[src/rtl/utc_queue.sv]
// Small first-in first-out queue held in flip-flops.
module utc_queue #(
	parameter int WIDTH = 8,
	parameter int DEPTH = 4
) (
	input  logic             clk,
	input  logic             arst_n,
	input  logic             push,
	input  logic [WIDTH-1:0] wdata,
	output logic             full,
	input  logic             pop,
	output logic [WIDTH-1:0] rdata,
	output logic             empty
);

	localparam int PW = $clog2(DEPTH);
	localparam int CW = $clog2(DEPTH + 1);

	logic [WIDTH-1:0] store_q [DEPTH];
	logic [PW-1:0]    wptr_q;
	logic [PW-1:0]    rptr_q;
	logic [CW-1:0]    cnt_q;
	logic             do_push;
	logic             do_pop;

	assign full    = (cnt_q == CW'(DEPTH));
	assign empty   = (cnt_q == '0);
	assign do_push = push && !full;
	assign do_pop  = pop && !empty;
	assign rdata   = store_q[rptr_q];

	always_ff @(posedge clk or negedge arst_n) begin
		if (!arst_n) begin
			wptr_q <= '0;
			rptr_q <= '0;
			cnt_q  <= '0;
		end else begin
			if (do_push) begin
				wptr_q <= (wptr_q == PW'(DEPTH - 1)) ? '0 : wptr_q + PW'(1);
			end
			if (do_pop) begin
				rptr_q <= (rptr_q == PW'(DEPTH - 1)) ? '0 : rptr_q + PW'(1);
			end
			if (do_push && !do_pop) begin
				cnt_q <= cnt_q + CW'(1);
			end else if (do_pop && !do_push) begin
				cnt_q <= cnt_q - CW'(1);
			end
		end
	end

	always_ff @(posedge clk) begin
		if (do_push) begin
			store_q[wptr_q] <= wdata;
		end
	end

endmodule

[config.mk]
export PLATFORM = sky130hd
export DESIGN_NAME = utc_queue
export DESIGN_NICKNAME = d
export VERILOG_FILES = /design/src/rtl/utc_queue.sv
export SDC_FILE = /design/constraint.sdc
export NUM_CORES = 1
export LEC_CHECK = 0
export BUFFER_PORTS_ARGS = -buffer_cell sky130_fd_sc_hd__clkbuf_2
export CORE_MARGIN = 3
export CORE_UTILIZATION = 55
export CTS_CLUSTER_DIAMETER = 80
export DETAILED_ROUTE_END_ITERATION = 12
export GPL_ROUTABILITY_DRIVEN = 1
export GPL_TIMING_DRIVEN = 0
export PLACE_DENSITY = 0.83
export SETUP_SLACK_MARGIN = 0.4
export SYNTH_ARGS = -nofsm -noshare
export SYNTH_HDL_FRONTEND = slang
export SYNTH_SLANG_ARGS = --single-unit
export TNS_END_PERCENT = 100
[constraint.sdc]
create_clock -name clk -period 2.45 [get_ports clk]
set_clock_uncertainty 0.2 [all_clocks]
set_input_delay 0.3675 -clock clk [delete_from_list [all_inputs] [get_ports clk]]
set_output_delay 0.3675 -clock clk [all_outputs]
set_load 0.01 [all_outputs]
==> results.md, run 1 <==
- Setup repair after global routing missed its margin: true
- Count of max-cap constraint violations: 0
- Min-delay worst type: in -> reg
- Synthesized Nets: about 100
- Warnings, synthesis: 0
- Sequential fraction of the synthesis area: 0.702
- Die ar.: around 3600 sq um
- Status: finished, final reports clean
- DRC viols: 0
- GRT Total Usage: 0.170
- Final Critical Period: 2120 ps
- Fraction of the cycle the final worst path needs: 0.865
- Post-Syn Instances: 79
- Final TNS setup: 0 ps
- Hold violation count in the final report: 0
- Actual transition at the worst max-transition pin: ~710 ps
- Yosys reg bits: 39
- Congestion Overflow GR: 0
- First-pass GRT wire length: ~4100 um
- Type of the worst setup path: reg -> out
- Net count, final: about 140
- CTS Buffer Depth: 2
- Number of filler cells placed in the layout: approximately 180
- WP data required: around 1900 ps
- Capture point of the critical path: rdata[2]
- Area of the multi-input gates: between 400 and 500 sq um
- Critical Path AT: between 1500 and 2000 ps
- Cell Area, Synth: ~1600 sq um
- Cells taking the most area after synthesis: sky130_fd_sc_hd__edfxtp_1, sky130_fd_sc_hd__mux4_2, sky130_fd_sc_hd__dfrtp_1
- Routed via count divided by cell count: 5.41
- Post-DP HPWL: 1870 um
- DIE HEIGHT: 60.2 um
- Worst voltage drop across the vdd grid: ~0.00098 V
- Crit. End Element: output port
- Number of DRC markers in iteration 0: 28
- Antenna Violating Nets Remaining: 0
- Worst-Skew Late Latency: roughly 340 ps
- Pwr dens: 1170 nW/um^2
- First-pass DRT Iterations: 4
- Crit path launch: rptr_q[0]
- Largest driver fanout on the critical path: 10
- Die Wd: 60.2 um
- Number of primary I/O pins: 22
- Average cell area after synthesis: roughly 20 sq um
- Number of global-route vias before repair: 868
- Placeable core region: 2780 sq um
- Root buffer cell: sky130_fd_sc_hd__clkbuf_4
- Largest area contributor in the synthesized netlist: sky130_fd_sc_hd__edfxtp_1
- Origin of the critical flop-to-flop path: cnt_q[0]
- R2R Path End: cnt_q[2]
- Crit path launch type: flip-flop
- Synth-to-layout area growth: 19.3%
- Total length of routed met2 wires: 1430 um
- Cell depth of the worst flop-to-flop path: 8
- Detailed-routed wire length on met3: between 100 and 150 um
- Number of H-tree levels: 2
- Sequential cell area: 1140 sq um
- CTS buffer count: 5
- Endpoints failing setup: 0
- Register-to-Register Setup Slack: 400 ps
- Number of antenna violations at the first check in global routing: 0
- Sum of routed wire length over all layers: 2680 um
- Routed length per placed instance: 18.1 um
- Peak clock frequency supported by timing: approximately 0.47 GHz
- Fraction of final layout cells sized beyond drive strength 1: 0.530
- Fraction of synthesized cell area taken by the top area cell type: 0.594
- Final GP Congestion: between 0.6 and 0.7
- Std-Cell Rows: 19
- Antenna Cells: 0
- Number of buffers added on ports: 21
- Tightest slew margin relative to the limit: 0.523
- CTS tree: built
- Starting density of the core: 0.582
- Cell leakage power: 0.760 nW
- Library cells used by synthesis: 19
- Met1 wire length: roughly 1100 um
- Largest net degree at the start of global routing: 13
- Clock tree sinks: 39
- Total power: 0.00225 W
- Highest metal used: met4
- Via total after detailed routing: ~800
- Count of pins over their slew limit: 0
- CTS clk-pin slew, worst paths: ~110 ps
[metal layers]
metal / track usage / up-vias
met4: 0.0665 / 0
li1: - / 376
met2: 0.289 / 17
met3: 0.0583 / 5
met1: 0.195 / 403
met5: 0 / -
[worst min-delay path by stage]
stage                     startpoint             to  slack [ps]  cells past startpoint
after global placement        arst_n      rptr_q[1]           8                      1
final                       wdata[0]  store_q[2][0]          40                      1
after floorplan               arst_n       cnt_q[0]        -130                      0
after global routing        wdata[0]  store_q[3][0]          20                      1
after CTS                   wdata[0]  store_q[2][0]          30                      1
after detailed placement      arst_n      rptr_q[0]          20                      1
[report_power, final]
group,internal (W),leakage [nW],switching (W),total (W)
clock network,0.000107,0.0347,0.000206,0.000313
logic,0.000518,0.353,0.000413,0.000931
registers,0.000904,0.372,0.000104,0.00101
[timing repair]
item,CTS,global route
pin swaps,4,1
hold buffers,1,0
endpoints found under the hold margin,7,0
buffers inserted,6,2
endpoints found under the setup margin,10,10
gates resized for setup,7,2
[synthesized netlist by cell type]
cell                        n
sky130_fd_sc_hd__edfxtp_1  32
sky130_fd_sc_hd__mux4_2     8
sky130_fd_sc_hd__dfrtp_1    7
sky130_fd_sc_hd__ha_1       6
sky130_fd_sc_hd__mux2_4     4
sky130_fd_sc_hd__nor2_1     4
sky130_fd_sc_hd__and2_1     3
sky130_fd_sc_hd__inv_1      3
sky130_fd_sc_hd__xor2_1     2
sky130_fd_sc_hd__buf_2      1
sky130_fd_sc_hd__clkbuf_1   1
sky130_fd_sc_hd__fa_1       1
sky130_fd_sc_hd__mux2_2     1
sky130_fd_sc_hd__nand2_1    1
sky130_fd_sc_hd__nand2b_4   1
sky130_fd_sc_hd__nor2b_4    1
sky130_fd_sc_hd__nor3_1     1
sky130_fd_sc_hd__nor3b_4    1
sky130_fd_sc_hd__xnor2_1    1
[layout make-up]
class                           count  share of cell area
Buffer                              2              0.0130
Clock buffer                        5              0.0194
Clock inverter                      3             0.00778
Inverter                            3             0.00583
Multi-Input combinational cell     35               0.253
Sequential cell                    39               0.590
Tap cell                           31              0.0201
Timing Repair Buffer               30              0.0907
[logic make-up (layout without fill, tap and decap cells)]
logic type,after synthesis,in the layout,share of synthesized area
buf+inv,5,43,0.0124
mux,13,13,0.155
xor+xnor,3,3,0.0162
flops,39,39,0.702
simple gates,12,12,0.0549
fa+ha+maj,7,7,0.0588
[critical path, stage by stage, from the launching register on]
cell                       delay [ps]
sky130_fd_sc_hd__dfrtp_1          410
sky130_fd_sc_hd__buf_12           160
sky130_fd_sc_hd__mux4_2           500
sky130_fd_sc_hd__clkbuf_2         140
[stage by stage]
stage | cells | hold slack, ps | setup slack (ps) | cell area [sq um] | util
5_1_grt | 148 | 21.9 | 263 | 1930 | 0.694
6_report | 148 | 41.9 | 330 | 1930 | 0.694
3_3_place_gp | 131 | 7.72 | 373 | 1790 | 0.642
3_5_place_dp | 131 | 18.0 | 255 | 1790 | 0.642
2_1_floorplan | 79 | -128 | 386 | 1640 | -
4_1_cts | 146 | 29.1 | 299 | 1910 | 0.687
[flip-flops by register name (all words and copies together), names as in the netlist]
name     flops
rptr_q       2
cnt_q        3
store_q     32
wptr_q       2
[cell usage in the layout (no fill, tap or decap), drive strengths merged, types with 2 or more instances in the layout]
| cell | n |
|---|---|
| edfxtp | 32 |
| clkbuf | 27 |
| buf | 9 |
| mux4 | 8 |
| dfrtp | 7 |
| ha | 6 |
| mux2 | 5 |
| nor2 | 4 |
| and2 | 3 |
| clkinv | 3 |
| inv | 3 |
| xor2 | 2 |
Note: power is estimated with default switching activity, not from simulation.
==> run 2, diff against run 1 <==
Settings changed: ABC_AREA set to 1, CORE_UTILIZATION 55 to 56.
==> results.md, run 2 <==
- Summed area of non-filler cells in the final layout: 2070 sq um (+7.2%)
- Congestion Overflow GR: 0 (unchanged)
- Most common library cell in the layout ignoring fill and taps: sky130_fd_sc_hd__nand2_1
- Cell Area, Synth: 1760 sq um (+8.7%)
- Peak clock frequency supported by timing: 0.502 GHz (+6.4%)
- Endpoints failing setup: 0 (unchanged)
- Leading register cell type out of synthesis: sky130_fd_sc_hd__edfxtp_1
- Sequential fraction of the synthesis area: 0.646 (-0.0564)
- Cell leakage power: 0.937 nW (+23%)
- Register bank with the most flops: store_q
- First-pass DRT Iterations: 4 (unchanged)
- Starting density of the core: 0.612 (+0.0299)
- Cell type with the highest occurrence count on the critical path: sky130_fd_sc_hd__buf_6
- Root buffer cell: sky130_fd_sc_hd__clkbuf_4
- Final Critical Period: 1990 ps (-127 ps)
- Post-Syn Instances: 154 (+95%)
- Fraction of the cycle the final worst path needs: 0.813 (-0.0519)
- Hold violation count in the final report: 0 (unchanged)
- Largest stage delay on the critical path: 410 ps (-90 ps)
- Critical Path AT: 1430 ps (-120 ps)
- Setup repair after global routing missed its margin: true
- Warnings, synthesis: 0 (unchanged)
- Average cell area after synthesis: 11.4 sq um (-44%)
- Tightest slew margin relative to the limit: 0.463 (-0.0599)
- Worst-Skew Late Latency: 340 ps (about the same)
- Crit path launch type: flip-flop
- Register-to-Register Setup Slack: 490 ps (+90 ps)
- Pwr dens: 1150 nW/um^2 (-1.8%)
- Largest area contributor in the synthesized netlist: sky130_fd_sc_hd__edfxtp_1
- Largest registers: store_q x32, cnt_q x3
- Routed via count divided by cell count: 4.86 (-10%)
- CTS clk-pin slew, worst paths: 120 ps (about the same)
- Number of primary I/O pins: 22 (unchanged)
- Number of global-route vias before repair: 1017 (+17%)
- Ordered cell list for the critical path: buf_6 > buf_6 > o211ai_1 > nand2_1 > clkbuf_2
- Placeable core region: 2880 sq um (+3.4%)
- Largest driver fanout on the critical path: 10 (unchanged)
- Yosys reg bits: 39 (unchanged)
- Type of the worst setup path: reg -> out
- CTS tree: built
- Post-DP HPWL: 2170 um (+16%)
- Placed Instance Area: 1920 sq um (+7.3%)
- Number of H-tree levels: 2 (unchanged)
- DRC viols: 0 (unchanged)
- Synthesized Nets: 173 (+77%)
- Antenna Cells: 0 (unchanged)
- Library cells used by synthesis: 16 (-3)
- Synth async-reset ratio: 0.179 (unchanged)
- Min-delay worst type: in -> reg
- Via total after detailed routing: 1141 (+42%)
- Routed length per placed instance: 13.5 um (-25%)
- Number of buffers added on ports: 21 (unchanged)
- First-pass GRT wire length: 4750 um (+15%)
- Largest register FFs: 32 (unchanged)
- Number of enable-type register cells in the synthesized netlist: 32 (unchanged)
- Commonest cells after routing, fill and taps aside: sky130_fd_sc_hd__nand2_1, sky130_fd_sc_hd__edfxtp_1, sky130_fd_sc_hd__inv_1
- Die ar.: 3850 sq um (+6.1%)
- Crit. End Element: output port
- WP data required: 1880 ps (about the same)
- Sum of routed wire length over all layers: 3170 um (+18%)
- Final TNS setup: 0 ps (unchanged)
- GRT Total Usage: 0.183 (+0.0132)
- Count of pins over their slew limit: 0 (unchanged)
- Net count, final: 211 (+56%)
- Fraction of synthesized cell area taken by the top area cell type: 0.546 (-0.0477)
- Worst voltage drop across the vdd grid: 0.000574 V (-41%)
- Cells taking the most area after synthesis: sky130_fd_sc_hd__edfxtp_1, sky130_fd_sc_hd__dfrtp_1, sky130_fd_sc_hd__nand2_1
- Count of max-cap constraint violations: 0 (unchanged)
- Number of antenna violations at the first check in global routing: 0 (unchanged)
- Antenna Violating Nets Remaining: 0 (unchanged)
- Total power: 0.00237 W (+5.3%)
- Most instantiated cells after synthesis: sky130_fd_sc_hd__nand2_1, sky130_fd_sc_hd__edfxtp_1, sky130_fd_sc_hd__inv_1, sky130_fd_sc_hd__o211ai_1
- Number of DRC markers in iteration 0: 58 (+110%)
- Largest net degree at the start of global routing: 13 (unchanged)
- Synth-to-layout area growth: 17.6%
- CTS Buffer Depth: 2 (unchanged)
- Clock tree sinks: 39 (unchanged)
- Fraction of final layout cells sized beyond drive strength 1: 0.269 (-0.260)
- Std-Cell Rows: 19 (unchanged)
- Final Hold Slack: 35.4 ps (-6.55 ps)
- Actual transition at the worst max-transition pin: 802 ps (+89.5 ps)
- Most frequent cell after synthesis: sky130_fd_sc_hd__nand2_1
- Number of filler cells placed in the layout: 211 (+20%)
- CTS buffer count: 5 (unchanged)
- Status: finished, final reports clean
- Die Wd: 62.1 um (+3.0%)
- Final GP Congestion: 0.739 (+10%)
- Slowest stage cell, crit path: sky130_fd_sc_hd__dfrtp_1
- DIE HEIGHT: 62.1 um (+3.0%)
run 2: final cells by class:
cell class	count	area [sq um]	share of cell area
repair buffers	31	183	0.0883
inverters	32	124	0.0599
plain buffers	5	56.3	0.0272
clock inverters	2	12.5	0.00605
multi-input cells	78	464	0.224
well taps	42	52.6	0.0254
clock buffers	6	41.3	0.0200
flip-flops and latches	39	1140	0.549
run 2: critical path, delay by kind of cell (launching register included):
family                 cells  cell delay [ps]
buffers and inverters      3              410
AND/OR/NAND/NOR            1               90
flip-flops                 1              410
AO/OA/AOI/OAI              1              180
run 2: report_power, final:
part / internal [W] / switching [W]
clock network: 0.000111 / 0.000204
registers: 0.000891 / 0.0000761
logic: 0.000460 / 0.000628
total: 0.00146 / 0.000908
run 2: repair_timing:
item | CTS | global route
resized for setup | 1 | 7
setup buffers | 2 | 7
gates cloned | 0 | 0
hold buffers | 1 | 0
hold endpoints to repair | 7 | 0
pin swaps | 1 | 12
setup endpoints to repair | 18 | 36
run 2: cell families after synthesis:
group | synth area share
and+or+nand+nor | 0.121
DFF | 0.646
buffers and inverters | 0.100
AOI/OAI and AO/OA | 0.0740
adders and majority gates | 0.0541
xor gates and xnor gates | 0.00498
run 2: path summary, 6_finish.rpt:
| check | cells after the start | endpoint | from |
|---|---|---|---|
| min reg2reg | 2 | cnt_q[2] | cnt_q[2] |
| max in group asynchronous | 2 | rptr_q[0] | arst_n |
| min | 1 | store_q[3][2] | wdata[2] |
| min in group asynchronous | 2 | cnt_q[2] | arst_n |
| max | 5 | rdata[1] | rptr_q[0] |
| max reg2reg | 9 | cnt_q[1] | cnt_q[1] |
run 2: stage by stage:
stage	std cells	utilization	setup slack, ps
after floorplan	154	-	557
after global placement	217	0.666	452
after detailed placement	217	0.666	357
after CTS	228	0.695	380
after global routing	235	0.719	367
final	235	0.719	457
run 2: metal layers:
metal / global-route usage / routed length [um] / up-vias
li1: - / - / 588
met4: 0.0545 / 39 / 0
met2: 0.305 / 1640 / 19
met3: 0.0640 / 132 / 6
met5: 0 / 0 / -
met1: 0.224 / 1360 / 528
