### config.mk
export PLATFORM = sky130hd
export DESIGN_NAME = utc_front
export DESIGN_NICKNAME = d
export VERILOG_FILES = /design/src/rtl/utc_pkg.sv /design/src/rtl/utc_front.sv
export SDC_FILE = /design/constraint.sdc
export NUM_CORES = 1
export LEC_CHECK = 0
export ABC_AREA = 1
export BUFFER_PORTS_ARGS = -buffer_cell sky130_fd_sc_hd__buf_4
export CORE_ASPECT_RATIO = 1.4
export CORE_MARGIN = 5
export CORE_UTILIZATION = 53
export DETAILED_ROUTE_END_ITERATION = 12
export GPL_ROUTABILITY_DRIVEN = 0
export HOLD_SLACK_MARGIN = 0.06
export PLACE_DENSITY_LB_ADDON = 0.05
export SLEW_MARGIN = 0
export SYNTH_ARGS = -nofsm -noshare
export SYNTH_HDL_FRONTEND = slang
export SYNTH_SLANG_ARGS = --single-unit
### constraint.sdc
create_clock -name clk -period 4.9 [get_ports clk]
set_input_delay 0.245 -clock clk [delete_from_list [all_inputs] [get_ports clk]]
set_output_delay 0.245 -clock clk [all_outputs]
set_load 0.02 [all_outputs]
### src/rtl/utc_pkg.sv
// Shared types and constants of the UTF-8 to CJK table transcoder.
package utc_pkg;

	localparam logic [15:0] CP_REPLACE   = 16'h1FFF;
	localparam logic [15:0] SINGLE_LIMIT = 16'h0081;
	localparam logic [7:0]  ASCII_LIMIT  = 8'h80;
	localparam logic [7:0]  LEAD_MIN     = 8'hC2;
	localparam logic [7:0]  QMARK_BYTE   = 8'h3F;
	localparam logic [7:0]  FILL_BYTE    = 8'hA2;
	localparam logic [15:0] COUNT_MAX    = 16'hFFFF;

	typedef struct packed {
		logic        command;
		logic [7:0]  data_byte;
		logic        end_of_string;
		logic [15:0] table_index;
		logic [15:0] table_entry;
	} in_item_t;

	typedef struct packed {
		logic [7:0]  out_byte;
		logic        is_terminator;
		logic        stopped_early;
		logic [15:0] byte_count;
		logic        last;
	} out_item_t;

	typedef enum logic [1:0] {
		OP_WRITE,
		OP_BYTE,
		OP_LOOKUP,
		OP_TERM_ONLY
	} job_op_t;

	typedef struct packed {
		job_op_t     op;
		logic        term;
		logic        stop;
		logic [15:0] count;
		logic [15:0] addr;
		logic [15:0] wdata;
	} job_t;

endpackage

### src/rtl/utc_front.sv
// Front part: accepts items, decodes UTF-8 and issues one job per item that needs work.
module utc_front (
	input  logic             clk,
	input  logic             arst_n,
	input  logic             push,
	output logic             full,
	input  utc_pkg::in_item_t in_item,
	input  logic             job_full,
	output logic             job_push,
	output utc_pkg::job_t    job
);

	import utc_pkg::*;

	logic [30:0] partial_q;
	logic [2:0]  rem_q;
	logic [7:0]  lead_q;
	logic        second_q;
	logic        halted_q;
	logic [15:0] count_q;

	logic [30:0] partial_n;
	logic [2:0]  rem_n;
	logic [7:0]  lead_n;
	logic        second_n;
	logic        complete;
	logic        invalid;
	logic        overlong;
	logic [30:0] cp;
	logic [7:0]  c;

	logic        accept;
	logic        is_data;
	logic        feed_en;
	logic        str_end;
	logic        emit;
	logic        single;
	logic [15:0] cp_sat;
	logic [1:0]  nbytes;
	logic [16:0] sum;
	logic [15:0] count_n;
	logic        halted_n;
	logic [2:0]  rem_after;

	assign c = in_item.data_byte;

	always_comb begin
		partial_n = partial_q;
		rem_n     = rem_q;
		lead_n    = lead_q;
		second_n  = second_q;
		complete  = 1'b0;
		invalid   = 1'b0;
		overlong  = 1'b0;
		cp        = '0;
		if (rem_q == 3'd0) begin
			lead_n   = c;
			second_n = 1'b1;
			if (c < ASCII_LIMIT) begin
				complete = 1'b1;
				cp       = {23'd0, c};
			end else if (c < LEAD_MIN) begin
				invalid = 1'b1;
			end else if (c < 8'hE0) begin
				partial_n = {26'd0, c[4:0]};
				rem_n     = 3'd1;
			end else if (c < 8'hF0) begin
				partial_n = {27'd0, c[3:0]};
				rem_n     = 3'd2;
			end else if (c < 8'hF8) begin
				partial_n = {28'd0, c[2:0]};
				rem_n     = 3'd3;
			end else if (c < 8'hFC) begin
				partial_n = {29'd0, c[1:0]};
				rem_n     = 3'd4;
			end else if (c < 8'hFE) begin
				partial_n = {30'd0, c[0]};
				rem_n     = 3'd5;
			end else begin
				invalid = 1'b1;
			end
		end else begin
			overlong = second_q && ((lead_q == 8'hE0 && c < 8'hA0) ||
				(lead_q == 8'hF0 && c < 8'h90) ||
				(lead_q == 8'hF8 && c < 8'h88) ||
				(lead_q == 8'hFC && c < 8'h84));
			if (c[7:6] != 2'b10 || overlong) begin
				invalid = 1'b1;
			end else begin
				second_n  = 1'b0;
				partial_n = {partial_q[24:0], c[5:0]};
				rem_n     = rem_q - 3'd1;
				if (rem_n == 3'd0) begin
					complete  = 1'b1;
					cp        = partial_n;
					partial_n = '0;
					second_n  = 1'b1;
				end
			end
		end
	end

	assign full      = job_full;
	assign accept    = push && !job_full;
	assign is_data   = !in_item.command;
	assign feed_en   = is_data && (c != 8'd0) && !halted_q;
	assign str_end   = is_data && ((c == 8'd0) || in_item.end_of_string);
	assign emit      = feed_en && complete;
	assign cp_sat    = (|cp[30:16]) ? CP_REPLACE : cp[15:0];
	assign single    = cp_sat < SINGLE_LIMIT;
	assign nbytes    = !emit ? 2'd0 : (single ? 2'd1 : 2'd2);
	assign sum       = {1'b0, count_q} + {15'd0, nbytes};
	assign count_n   = sum[16] ? COUNT_MAX : sum[15:0];
	assign halted_n  = halted_q || (feed_en && invalid);
	assign rem_after = feed_en ? rem_n : rem_q;

	always_comb begin
		job_push  = accept && (in_item.command || emit || str_end);
		job.term  = str_end;
		job.stop  = halted_n || (rem_after != 3'd0);
		job.count = count_n;
		job.wdata = in_item.table_entry;
		if (in_item.command) begin
			job.op   = OP_WRITE;
			job.addr = in_item.table_index;
		end else if (emit && single) begin
			job.op   = OP_BYTE;
			job.addr = {8'd0, cp_sat[7:0]};
		end else if (emit) begin
			job.op   = OP_LOOKUP;
			job.addr = cp_sat;
		end else begin
			job.op   = OP_TERM_ONLY;
			job.addr = cp_sat;
		end
	end

	always_ff @(posedge clk or negedge arst_n) begin
		if (!arst_n) begin
			partial_q <= '0;
			rem_q     <= '0;
			lead_q    <= '0;
			second_q  <= 1'b1;
			halted_q  <= 1'b0;
			count_q   <= '0;
		end else if (accept && is_data) begin
			if (str_end) begin
				partial_q <= '0;
				rem_q     <= '0;
				lead_q    <= '0;
				second_q  <= 1'b1;
				halted_q  <= 1'b0;
				count_q   <= '0;
			end else begin
				if (feed_en) begin
					partial_q <= partial_n;
					rem_q     <= rem_n;
					lead_q    <= lead_n;
					second_q  <= second_n;
				end
				halted_q <= halted_n;
				count_q  <= count_n;
			end
		end
	end

endmodule

==> summary.txt, run 1 <==
Run status
  • Status: finished clean

Critical path
  • FF-to-FF End: count_q[12]
  • Startpoint of the lowest-slack register-to-register path: rem_q[0]
  • Setup Crit Path Kind: register to output pin
  • CP endpoint kind: output pin
  • CP Data Required Time: 4.66 ns
  • CP startpoint kind: register
  • WP data arrival: approximately 4.3 ns
  • CP max FO: 6
  • Worst R2R Path Depth: 24
  • R2R setup slack: approximately 0.91 ns

Pwr
  • P_int: 0.0008503 W
  • Maximum vdd drop: about 0.18 mV
  • Gate power share: 35.0%
  • Reg power frac: between 40% and 50%
  • Sw Pwr: 0.0005376 W
  • Clock share of power: between 10% and 20%
  • Pwr/cell area: between 300 and 400 nW/um2
  • Sw frac: about 39%
  • Leakage: ~2.1 nW

Synthesis
  • Post-Syn Area per Cell: 7.052 um2
  • Syn Nets: 577
  • Primary FF master, synth: dfrtp_1
  • Yosys warnings: 0
  • Number of enable flip-flop cells after synthesis: 0
  • Asr flop ratio synth: 100.0%
  • Post-synthesis cell area: 3702 um2
  • Sequential share of the synthesized area: 36.53%
  • Post-synthesis cell type count: 44
  • Flop and latch count out of synthesis: 54
  • Synth Instances: 525

STA
  • Worst-margin pin slew: 0.8318 ns
  • Final min period: 4.499 ns
  • Hold Fails Final Rpt: 0
  • Max Slew Vio Count: 0
  • Final setup vio count: 0
  • Slew headroom: 44.34%
  • Max Freq: 222.3 MHz
  • Final period utilization: 91.81%
  • Worst hold slack: 0.2292 ns
  • Final setup skew: 0.009821 ns

Cells and area
  • Layout cells sized above 1: 20.70%
  • Area growth syn-to-layout: 14.90%
  • Seq. cell area: roughly 1400 um2
  • Non-Filler Instances: about 670
  • Ant. Diodes: 0
  • Nets: 621
  • Area occupied by multi-input gates: 1872 um2
  • Fin util: 61.73%
  • FILL cells: between 600 and 700

Run
  • Total of max-cap violations: 0

Clock tree
  • Sinks on Clock Net: 54
  • Clock Root Buffer: clkbuf_8
  • CTS H-tree lvls: 2
  • Clock transition at the registers of the reported paths: 0.10 ns
  • Longest Clk Path Bufs: 2
  • Clk Latency, worst-skew pair: 0.32 ns
  • CTS tree: done
  • CTS Buf Count: 5

Routing
  • Via Count: approximately 3600
  • Total wire length: around 10000 um
  • Avg WL per Cell: ~15 um
  • DRT antenna net count: 0
  • DRC: 0
  • Vias/cell: 5.406
  • TritonRoute pass-1 iters: 4
  • DR iter-0 viols: 169

Die
  • Core area: 6892 um2
  • Die X: 80.64 um
  • Die Y: ~110 um
  • Die area: between 8000 and 9000 um2
  • Cell Rows: 36
  • Num ports: 100
  • Initial Util: between 50 and 60%

Min path
  • Depth of the worst hold-timing path: 3
  • Hold Crit Class: input port to register
  • Worst hold start: in_item[34]
  • Hold Path End: lead_q[1]

Placed design
  • Port bufs: 67
  • Detailed Place HPWL: 7502 um
  • Placed Cells: between 600 and 700

Global routing
  • Total Routing Usage GR: approximately 24%
  • Initial antenna violation count: 0
  • Largest net degree at the start of global routing: 55
  • Global route overflow: 0
  • First-pass GRT wire length: around 17000 um
  • Vias in the first global route: 3713
Yosys cell counts (2+ instances only):
cell | instances | share of area (%)
nor4b_1 | 2 | 0.47
buf_4 | 19 | 3.9
ha_1 | 5 | 1.7
nand2_1 | 130 | 13
o21bai_1 | 3 | 0.61
nand3_1 | 31 | 4.2
a21oi_1 | 23 | 3.1
buf_6 | 5 | 1.5
clkinv_1 | 3 | 0.30
xor2_1 | 8 | 1.9
nand3_2 | 4 | 1.1
o31ai_1 | 6 | 1.2
nand4_1 | 5 | 0.84
o21a_1 | 2 | 0.41
buf_2 | 6 | 0.81
nand3b_1 | 2 | 0.41
nor2_1 | 57 | 5.8
dfrtp_1 | 53 | 36
nor2_2 | 3 | 0.51
clkbuf_1 | 5 | 0.51
nand2_2 | 5 | 0.84
inv_2 | 6 | 0.61
o22ai_1 | 8 | 1.4
o21ai_0 | 42 | 5.7
o21ai_1 | 10 | 1.4
nor3_1 | 5 | 0.68
inv_1 | 60 | 6.1
metal layers:
metal	global-route usage [%]	wire (um)
met3	4.711	510
met2	42.65	5193
met4	12.08	320
met5	0	0
met1	27.80	3943
sequential cells by signal (all words and copies together) (netlist names):
| signal | flops |
|---|---|
| lead_q | 8 |
| second_q | 1 |
| rem_q | 3 |
| partial_q | 25 |
| halted_q | 1 |
| count_q | 16 |
cells by family (layout without fill, tap and decap cells):
logic type / count (synthesis) / count (layout) / share of synthesized area, %
AOI/OAI and AO/OA: 102 / 102 / 15.78
buffers and inverters: 105 / 150 / 13.86
DFF: 54 / 54 / 36.53
and+or+nand+nor: 249 / 249 / 29.47
adders and majority gates: 6 / 6 / 2.231
xor gates and xnor gates: 9 / 9 / 2.129
final cells by class:
type	instances	share of cell area, %
clock inverters	2	0.3824
repair buffers	71	12.59
inverters	70	6.324
clock buffers	6	1.941
flip-flops and latches	54	31.79
repair inverters	1	0.1765
well taps	95	2.794
multi-input cells	366	44.00
worst max-delay path by stage:
| stage | cells past startpoint | slack, ns | end | startpoint |
|---|---|---|---|---|
| after floorplan | 24 | 1.15 | job[46] | rem_q[0] |
| after global placement | 23 | 0.71 | job[46] | rem_q[0] |
| after detailed placement | 23 | 0.47 | job[46] | rem_q[0] |
| after CTS | 23 | 0.08 | job[46] | rem_q[0] |
| after global routing | 26 | -0.02 | job[46] | rem_q[0] |
| final | 25 | 0.40 | job[46] | rem_q[0] |
timing repair:
item / CTS / global route
gates resized for setup: 0 / 13
hold endpoints to repair: 53 / 0
setup buffers: 0 / 2
hold buffers: 1 / 0
endpoints found under the setup margin: 0 / 16
critical path, cell delays in order, from the launching register on:
cell,delay (ns)
dfrtp_1,0.42
inv_2,0.11
ha_1,0.18
inv_1,0.04
nand2_1,0.05
nand2_1,0.10
nand3_2,0.12
inv_1,0.10
nand2_1,0.13
nand2_1,0.08
o21ai_0,0.18
nand3_1,0.11
nor2_2,0.12
nand3_1,0.13
inv_1,0.09
ha_1,0.15
inv_1,0.06
fa_1,0.43
nor2_2,0.14
nand4_1,0.20
nor3_4,0.32
nand3_2,0.22
clkinvlp_4,0.20
nor2_1,0.07
inv_1,0.05
buf_4,0.13
per-stage QoR:
stage | cell area, um2 | total power [W] | TNS (ns) | worst slack, ns
detailed placement | 4089 | 0.001119 | 0 | 0.4665
global placement | 4089 | 0.001108 | 0 | 0.7077
CTS | 4198 | 0.001396 | 0 | 0.07758
finish | 4254 | 0.001388 | 0 | 0.4014
floorplan | 3702 | 0.0009806 | 0 | 1.149
global route | 4254 | 0.001504 | -0.01839 | -0.01839
cell usage in the layout, fill, tap and decap left out, drive strengths merged, types with 8 or more instances in the layout:
cell,n
nor2,61
buf,70
xor2,8
o21ai,53
inv,68
a21oi,24
dfrtp,53
nand2,136
o22ai,8
nand3,35
power by group through the flow:
stage | Combinational [W] | Clock, W | Sequential (W)
after floorplan | 0.000369 | 0 | 0.000612
after detailed placement | 0.000482 | 0 | 0.000637
after global placement | 0.000474 | 0 | 0.000634
after global routing | 0.000560 | 0.000298 | 0.000646
final | 0.000486 | 0.000273 | 0.000629
after CTS | 0.000486 | 0.000281 | 0.000629
Power figures use the tool's default switching activity.
==> run 2: changes to the inputs <==
--- a/config.mk
+++ b/config.mk
@@ -5,7 +5,6 @@
 export SDC_FILE = /design/constraint.sdc
 export NUM_CORES = 1
 export LEC_CHECK = 0
-export ABC_AREA = 1
 export BUFFER_PORTS_ARGS = -buffer_cell sky130_fd_sc_hd__buf_4
 export CORE_ASPECT_RATIO = 1.4
 export CORE_MARGIN = 5
==> run 2 against run 1 <==
Die area decreased by 1.0%. Sequential share of layout area increased by 0.67 points. Clock power decreased by 1%. Wire length decreased by 3.1%. Critical endpoint is now job[35]. Largest power group unchanged.
==> summary.txt, run 2 <==
Routing
  • Vias/cell: 5.718 (+5.8%)
  • DR iter-0 viols: 289 (+71%)
  • Met3 WL: 482 um (-5.5%)
  • DRT antenna net count: 0 (unchanged)
  • Met2 wire length: 4971 um (-4.3%)
  • Total wire length: 9662 um (-3.1%)
  • Uppermost layer routed: met4
  • Avg WL per Cell: 16.52 um (+10%)
  • DRC: 0 (unchanged)
  • Post-Route M1 WL: 3921 um (-0.56%)
  • Via Count: 3345 (-7.0%)
  • TritonRoute pass-1 iters: 5 (+1)

Synthesis
  • Top post-synthesis cells by area: dfrtp_1 36%, o21ai_0 5.5%, nand3_1 5.3%
  • Primary FF master, synth: dfrtp_1
  • Commonest cells post-synth: 53 x dfrtp_1, 50 x nand2_1, 40 x o21ai_0
  • Asr flop ratio synth: 100.0% (unchanged)
  • Synth Instances: 458 (-13%)
  • Number of enable flip-flop cells after synthesis: 0 (unchanged)
  • Post-synthesis cell type count: 56 (+27%)
  • Syn Nets: 510 (-12%)
  • Flop and latch count out of synthesis: 54 (unchanged)
  • Synth area leader: dfrtp_1
  • Post-Syn Area per Cell: 7.988 um2 (+13%)
  • Yosys warnings: 0 (unchanged)
  • Sequential share of the synthesized area: 36.97% (+0.44 points)
  • Post-synthesis cell area: 3659 um2 (-1.2%)
  • Synth top area share: 36.25% (+0.43 points)
  • Most numerous cell in the Yosys netlist: dfrtp_1

Critical path
  • FF-to-FF End: count_q[5]
  • CP endpoint kind: output pin
  • CP startpoint kind: register
  • Worst R2R Path Depth: 16 (-33%)
  • CP top delay family: simple AND/OR/NAND/NOR gates
  • R2R setup slack: 0.80 ns (-0.11 ns)
  • Startpoint of the lowest-slack register-to-register path: rem_q[0]
  • Worst path depth: 16 (-36%)
  • Crit path cell chain: inv_1 -> ha_1 -> nand2b_2 -> o2bb2ai_1 -> nand2_1 -> nor3b_2 -> ha_1 -> inv_1 -> fa_1 -> and3b_2 -> nand3_1 -> nor2_2 -> nand3_1 -> buf_4 -> o21ai_0 -> buf_4
  • Slowest CP cell: o2bb2ai_1
  • CP max FO: 27 (+21)
  • Setup Crit Path Kind: register to output pin
  • CP Data Required Time: 4.66 ns (about the same)
  • Slowest stage delay, CP: 0.47 ns (+0.04 ns)
  • Crit. Startpoint: rem_q[0]
  • CP Buf/Inv Count: 4 (-4)
  • WP data arrival: 4.24 ns (about the same)

STA
  • Max Freq: 222.9 MHz (+0.26%)
  • Final min period: 4.487 ns (-0.01148 ns)
  • Final setup vio count: 0 (unchanged)
  • Worst-margin pin slew: 1.035 ns (+0.2036 ns)
  • RSZ-0062 raised after global routing: no
  • Final period utilization: 91.57% (-0.23 points)
  • Final setup skew: 0.01278 ns (+0.002964 ns)
  • Hold Fails Final Rpt: 0 (unchanged)
  • Max Slew Vio Count: 0 (unchanged)
  • Setup TNS: 0 ns (unchanged)
  • Slew headroom: 30.80% (-14 points)

Cells and area
  • Max FFs per register: 25 (unchanged)
  • Layout cells sized above 1: 19.88% (-0.82 points)
  • Commonest cells after routing, fill and taps aside: 71 x buf_4, 52 x dfrtp_1, 50 x nand2_1
  • Biggest regs: partial_q (25), count_q (16), lead_q (8)
  • Post-route design area: 4170 um2 (-2.0%)
  • Reg with most FFs: partial_q
  • FILL cells: 643 (-5.6%)
  • Area occupied by multi-input gates: 1937 um2 (+3.5%)
  • Nets: 544 (-12%)
  • Fin util: 62.65% (+0.92 points)
  • Most common cell after layout, fill and taps aside: buf_4
  • Non-Filler Instances: 585 (-12%)
  • Area growth syn-to-layout: 13.99%
  • Ant. Diodes: 0 (unchanged)
  • Seq. cell area: 1354 um2 (about the same)

Min path
  • Hold Path End: lead_q[7]
  • Hold Crit Class: input port to register
  • Worst hold start: in_item[40]
  • Depth of the worst hold-timing path: 3 (unchanged)

Clock tree
  • Clock transition at the registers of the reported paths: 0.11 ns (about the same)
  • Sinks on Clock Net: 54 (unchanged)
  • CTS tree: done
  • Post-CTS Setup Inserts: 0 (unchanged)
  • Longest Clk Path Bufs: 2 (unchanged)
  • Clock Root Buffer: clkbuf_8
  • CTS Buf Count: 5 (unchanged)
  • Clk Latency, worst-skew pair: 0.32 ns (about the same)
  • CTS H-tree lvls: 2 (unchanged)

Global routing
  • Global route overflow: 0 (unchanged)
  • Vias in the first global route: 3432 (-7.6%)
  • Largest net degree at the start of global routing: 55 (unchanged)
  • First-pass GRT wire length: 16230 um (-3.5%)
  • Initial antenna violation count: 0 (unchanged)
  • Total Routing Usage GR: 23.43% (-0.85 points)

Die
  • Cell Rows: 35 (-2.8%)
  • Num ports: 100 (unchanged)
  • Die Y: 108.3 um (-0.54%)
  • Initial Util: 54.96% (+1.2 points)
  • Core area: 6656 um2 (-3.4%)
  • Die area: 8688 um2 (-1.0%)
  • Die X: 80.22 um (-0.51%)

Placed design
  • Detailed Place HPWL: 7196 um (-4.1%)
  • Port bufs: 67 (unchanged)
  • Post-Place Cell Area: 4048 um2 (-1.0%)
  • Placed Cells: 576 (-12%)

Run
  • Total of max-cap violations: 0 (unchanged)

Pwr
  • Pwr Total: 0.001423 W (+2.5%)
  • Pwr/cell area: 341.1 nW/um2 (+4.6%)
  • Leakage: 1.960 nW (-8.7%)
  • Maximum vdd drop: 0.2066 mV (+14%)

Run status
  • Status: finished clean
==> run 2: cell count changes in the layout (fill, tap and decap cells not counted), moves of 7 or more <==
cell | before | now
nor2_1 | 55 | 34
nand2_1 | 128 | 50
o21ai_1 | 11 | 1
a21oi_1 | 23 | 36
nand2_2 | 7 | 0
nor2b_1 | 0 | 9
inv_2 | 8 | 0
inv_1 | 58 | 33
o22a_1 | 0 | 7
nand3_1 | 30 | 39
==> run 2: layer usage <==
layer  vias to the layer above  track usage, %
met3                        27           4.667
met5                         -               0
met1                      1550           27.94
met4                         0           9.903
met2                       116           40.58
li1                       1652               -
==> run 2: worst max path at each step <==
stage / slack, ns / end
2_1_floorplan: 0.52 / job[34]
3_5_place_dp: 0.54 / job[35]
5_1_grt: 0.03 / job[35]
3_3_place_gp: 0.68 / job[35]
6_report: 0.41 / job[35]
4_1_cts: 0.16 / job[35]
==> run 2: metrics by stage <==
step / setup slack [ns] / hold slack (ns)
4_1_cts: 0.1560 / 0.2352
3_3_place_gp: 0.6836 / 0.3400
3_5_place_dp: 0.5446 / 0.3414
2_1_floorplan: 0.5164 / -0.05059
5_1_grt: 0.03413 / 0.2646
6_report: 0.4129 / 0.2515
==> run 2: worst register-to-register path, stage by stage (launching register included) <==
cell and delay, ns:
dfrtp_2 0.46, inv_1 0.09, ha_1 0.25, nand2b_2 0.14, o2bb2ai_1 0.48, nand2_1 0.19
nor3b_2 0.25, ha_1 0.20, inv_1 0.06, fa_1 0.45, and3b_2 0.32, nand3_1 0.18
nor2_2 0.24, nand3_1 0.10, buf_4 0.23, a41oi_1 0.26, o22a_1 0.16
==> run 2: kinds of logic after synthesis <==
kind of cell | Yosys count | synth area share (%)
AND/OR/NAND/NOR | 175 | 23.74
AO/OA/AOI/OAI | 127 | 21.72
buffers and inverters | 78 | 10.57
flip-flops | 54 | 36.97
XOR/XNOR | 11 | 2.633
multiplexers | 7 | 2.120
adder cells (fa/ha/maj) | 6 | 2.257
==> run 2: repair_timing <==
| item | in CTS | in global routing |
|---|---|---|
| resized for setup | 0 | 6 |
| hold endpoints to repair | 53 | 0 |
| setup endpoints to repair | 0 | 14 |
| hold buffers | 1 | 0 |
==> run 2: layout make-up <==
| type | instances | area share [%] |
|---|---|---|
| Clock buffer | 5 | 1.650 |
| Clock inverter | 3 | 0.6901 |
| Inverter | 33 | 2.970 |
| Multi-Input combinational cell | 326 | 46.44 |
| Sequential cell | 54 | 32.46 |
| Tap cell | 92 | 2.760 |
| Timing Repair Buffer | 72 | 13.02 |
==> run 2: report_power, final <==
| part | switching (W) | internal (W) | total [W] |
|---|---|---|---|
| Combinational | 0.000296 | 0.000199 | 0.000494 |
| Clock | 0.000162 | 0.000107 | 0.000269 |
| Sequential | 0.0000973 | 0.000562 | 0.000659 |
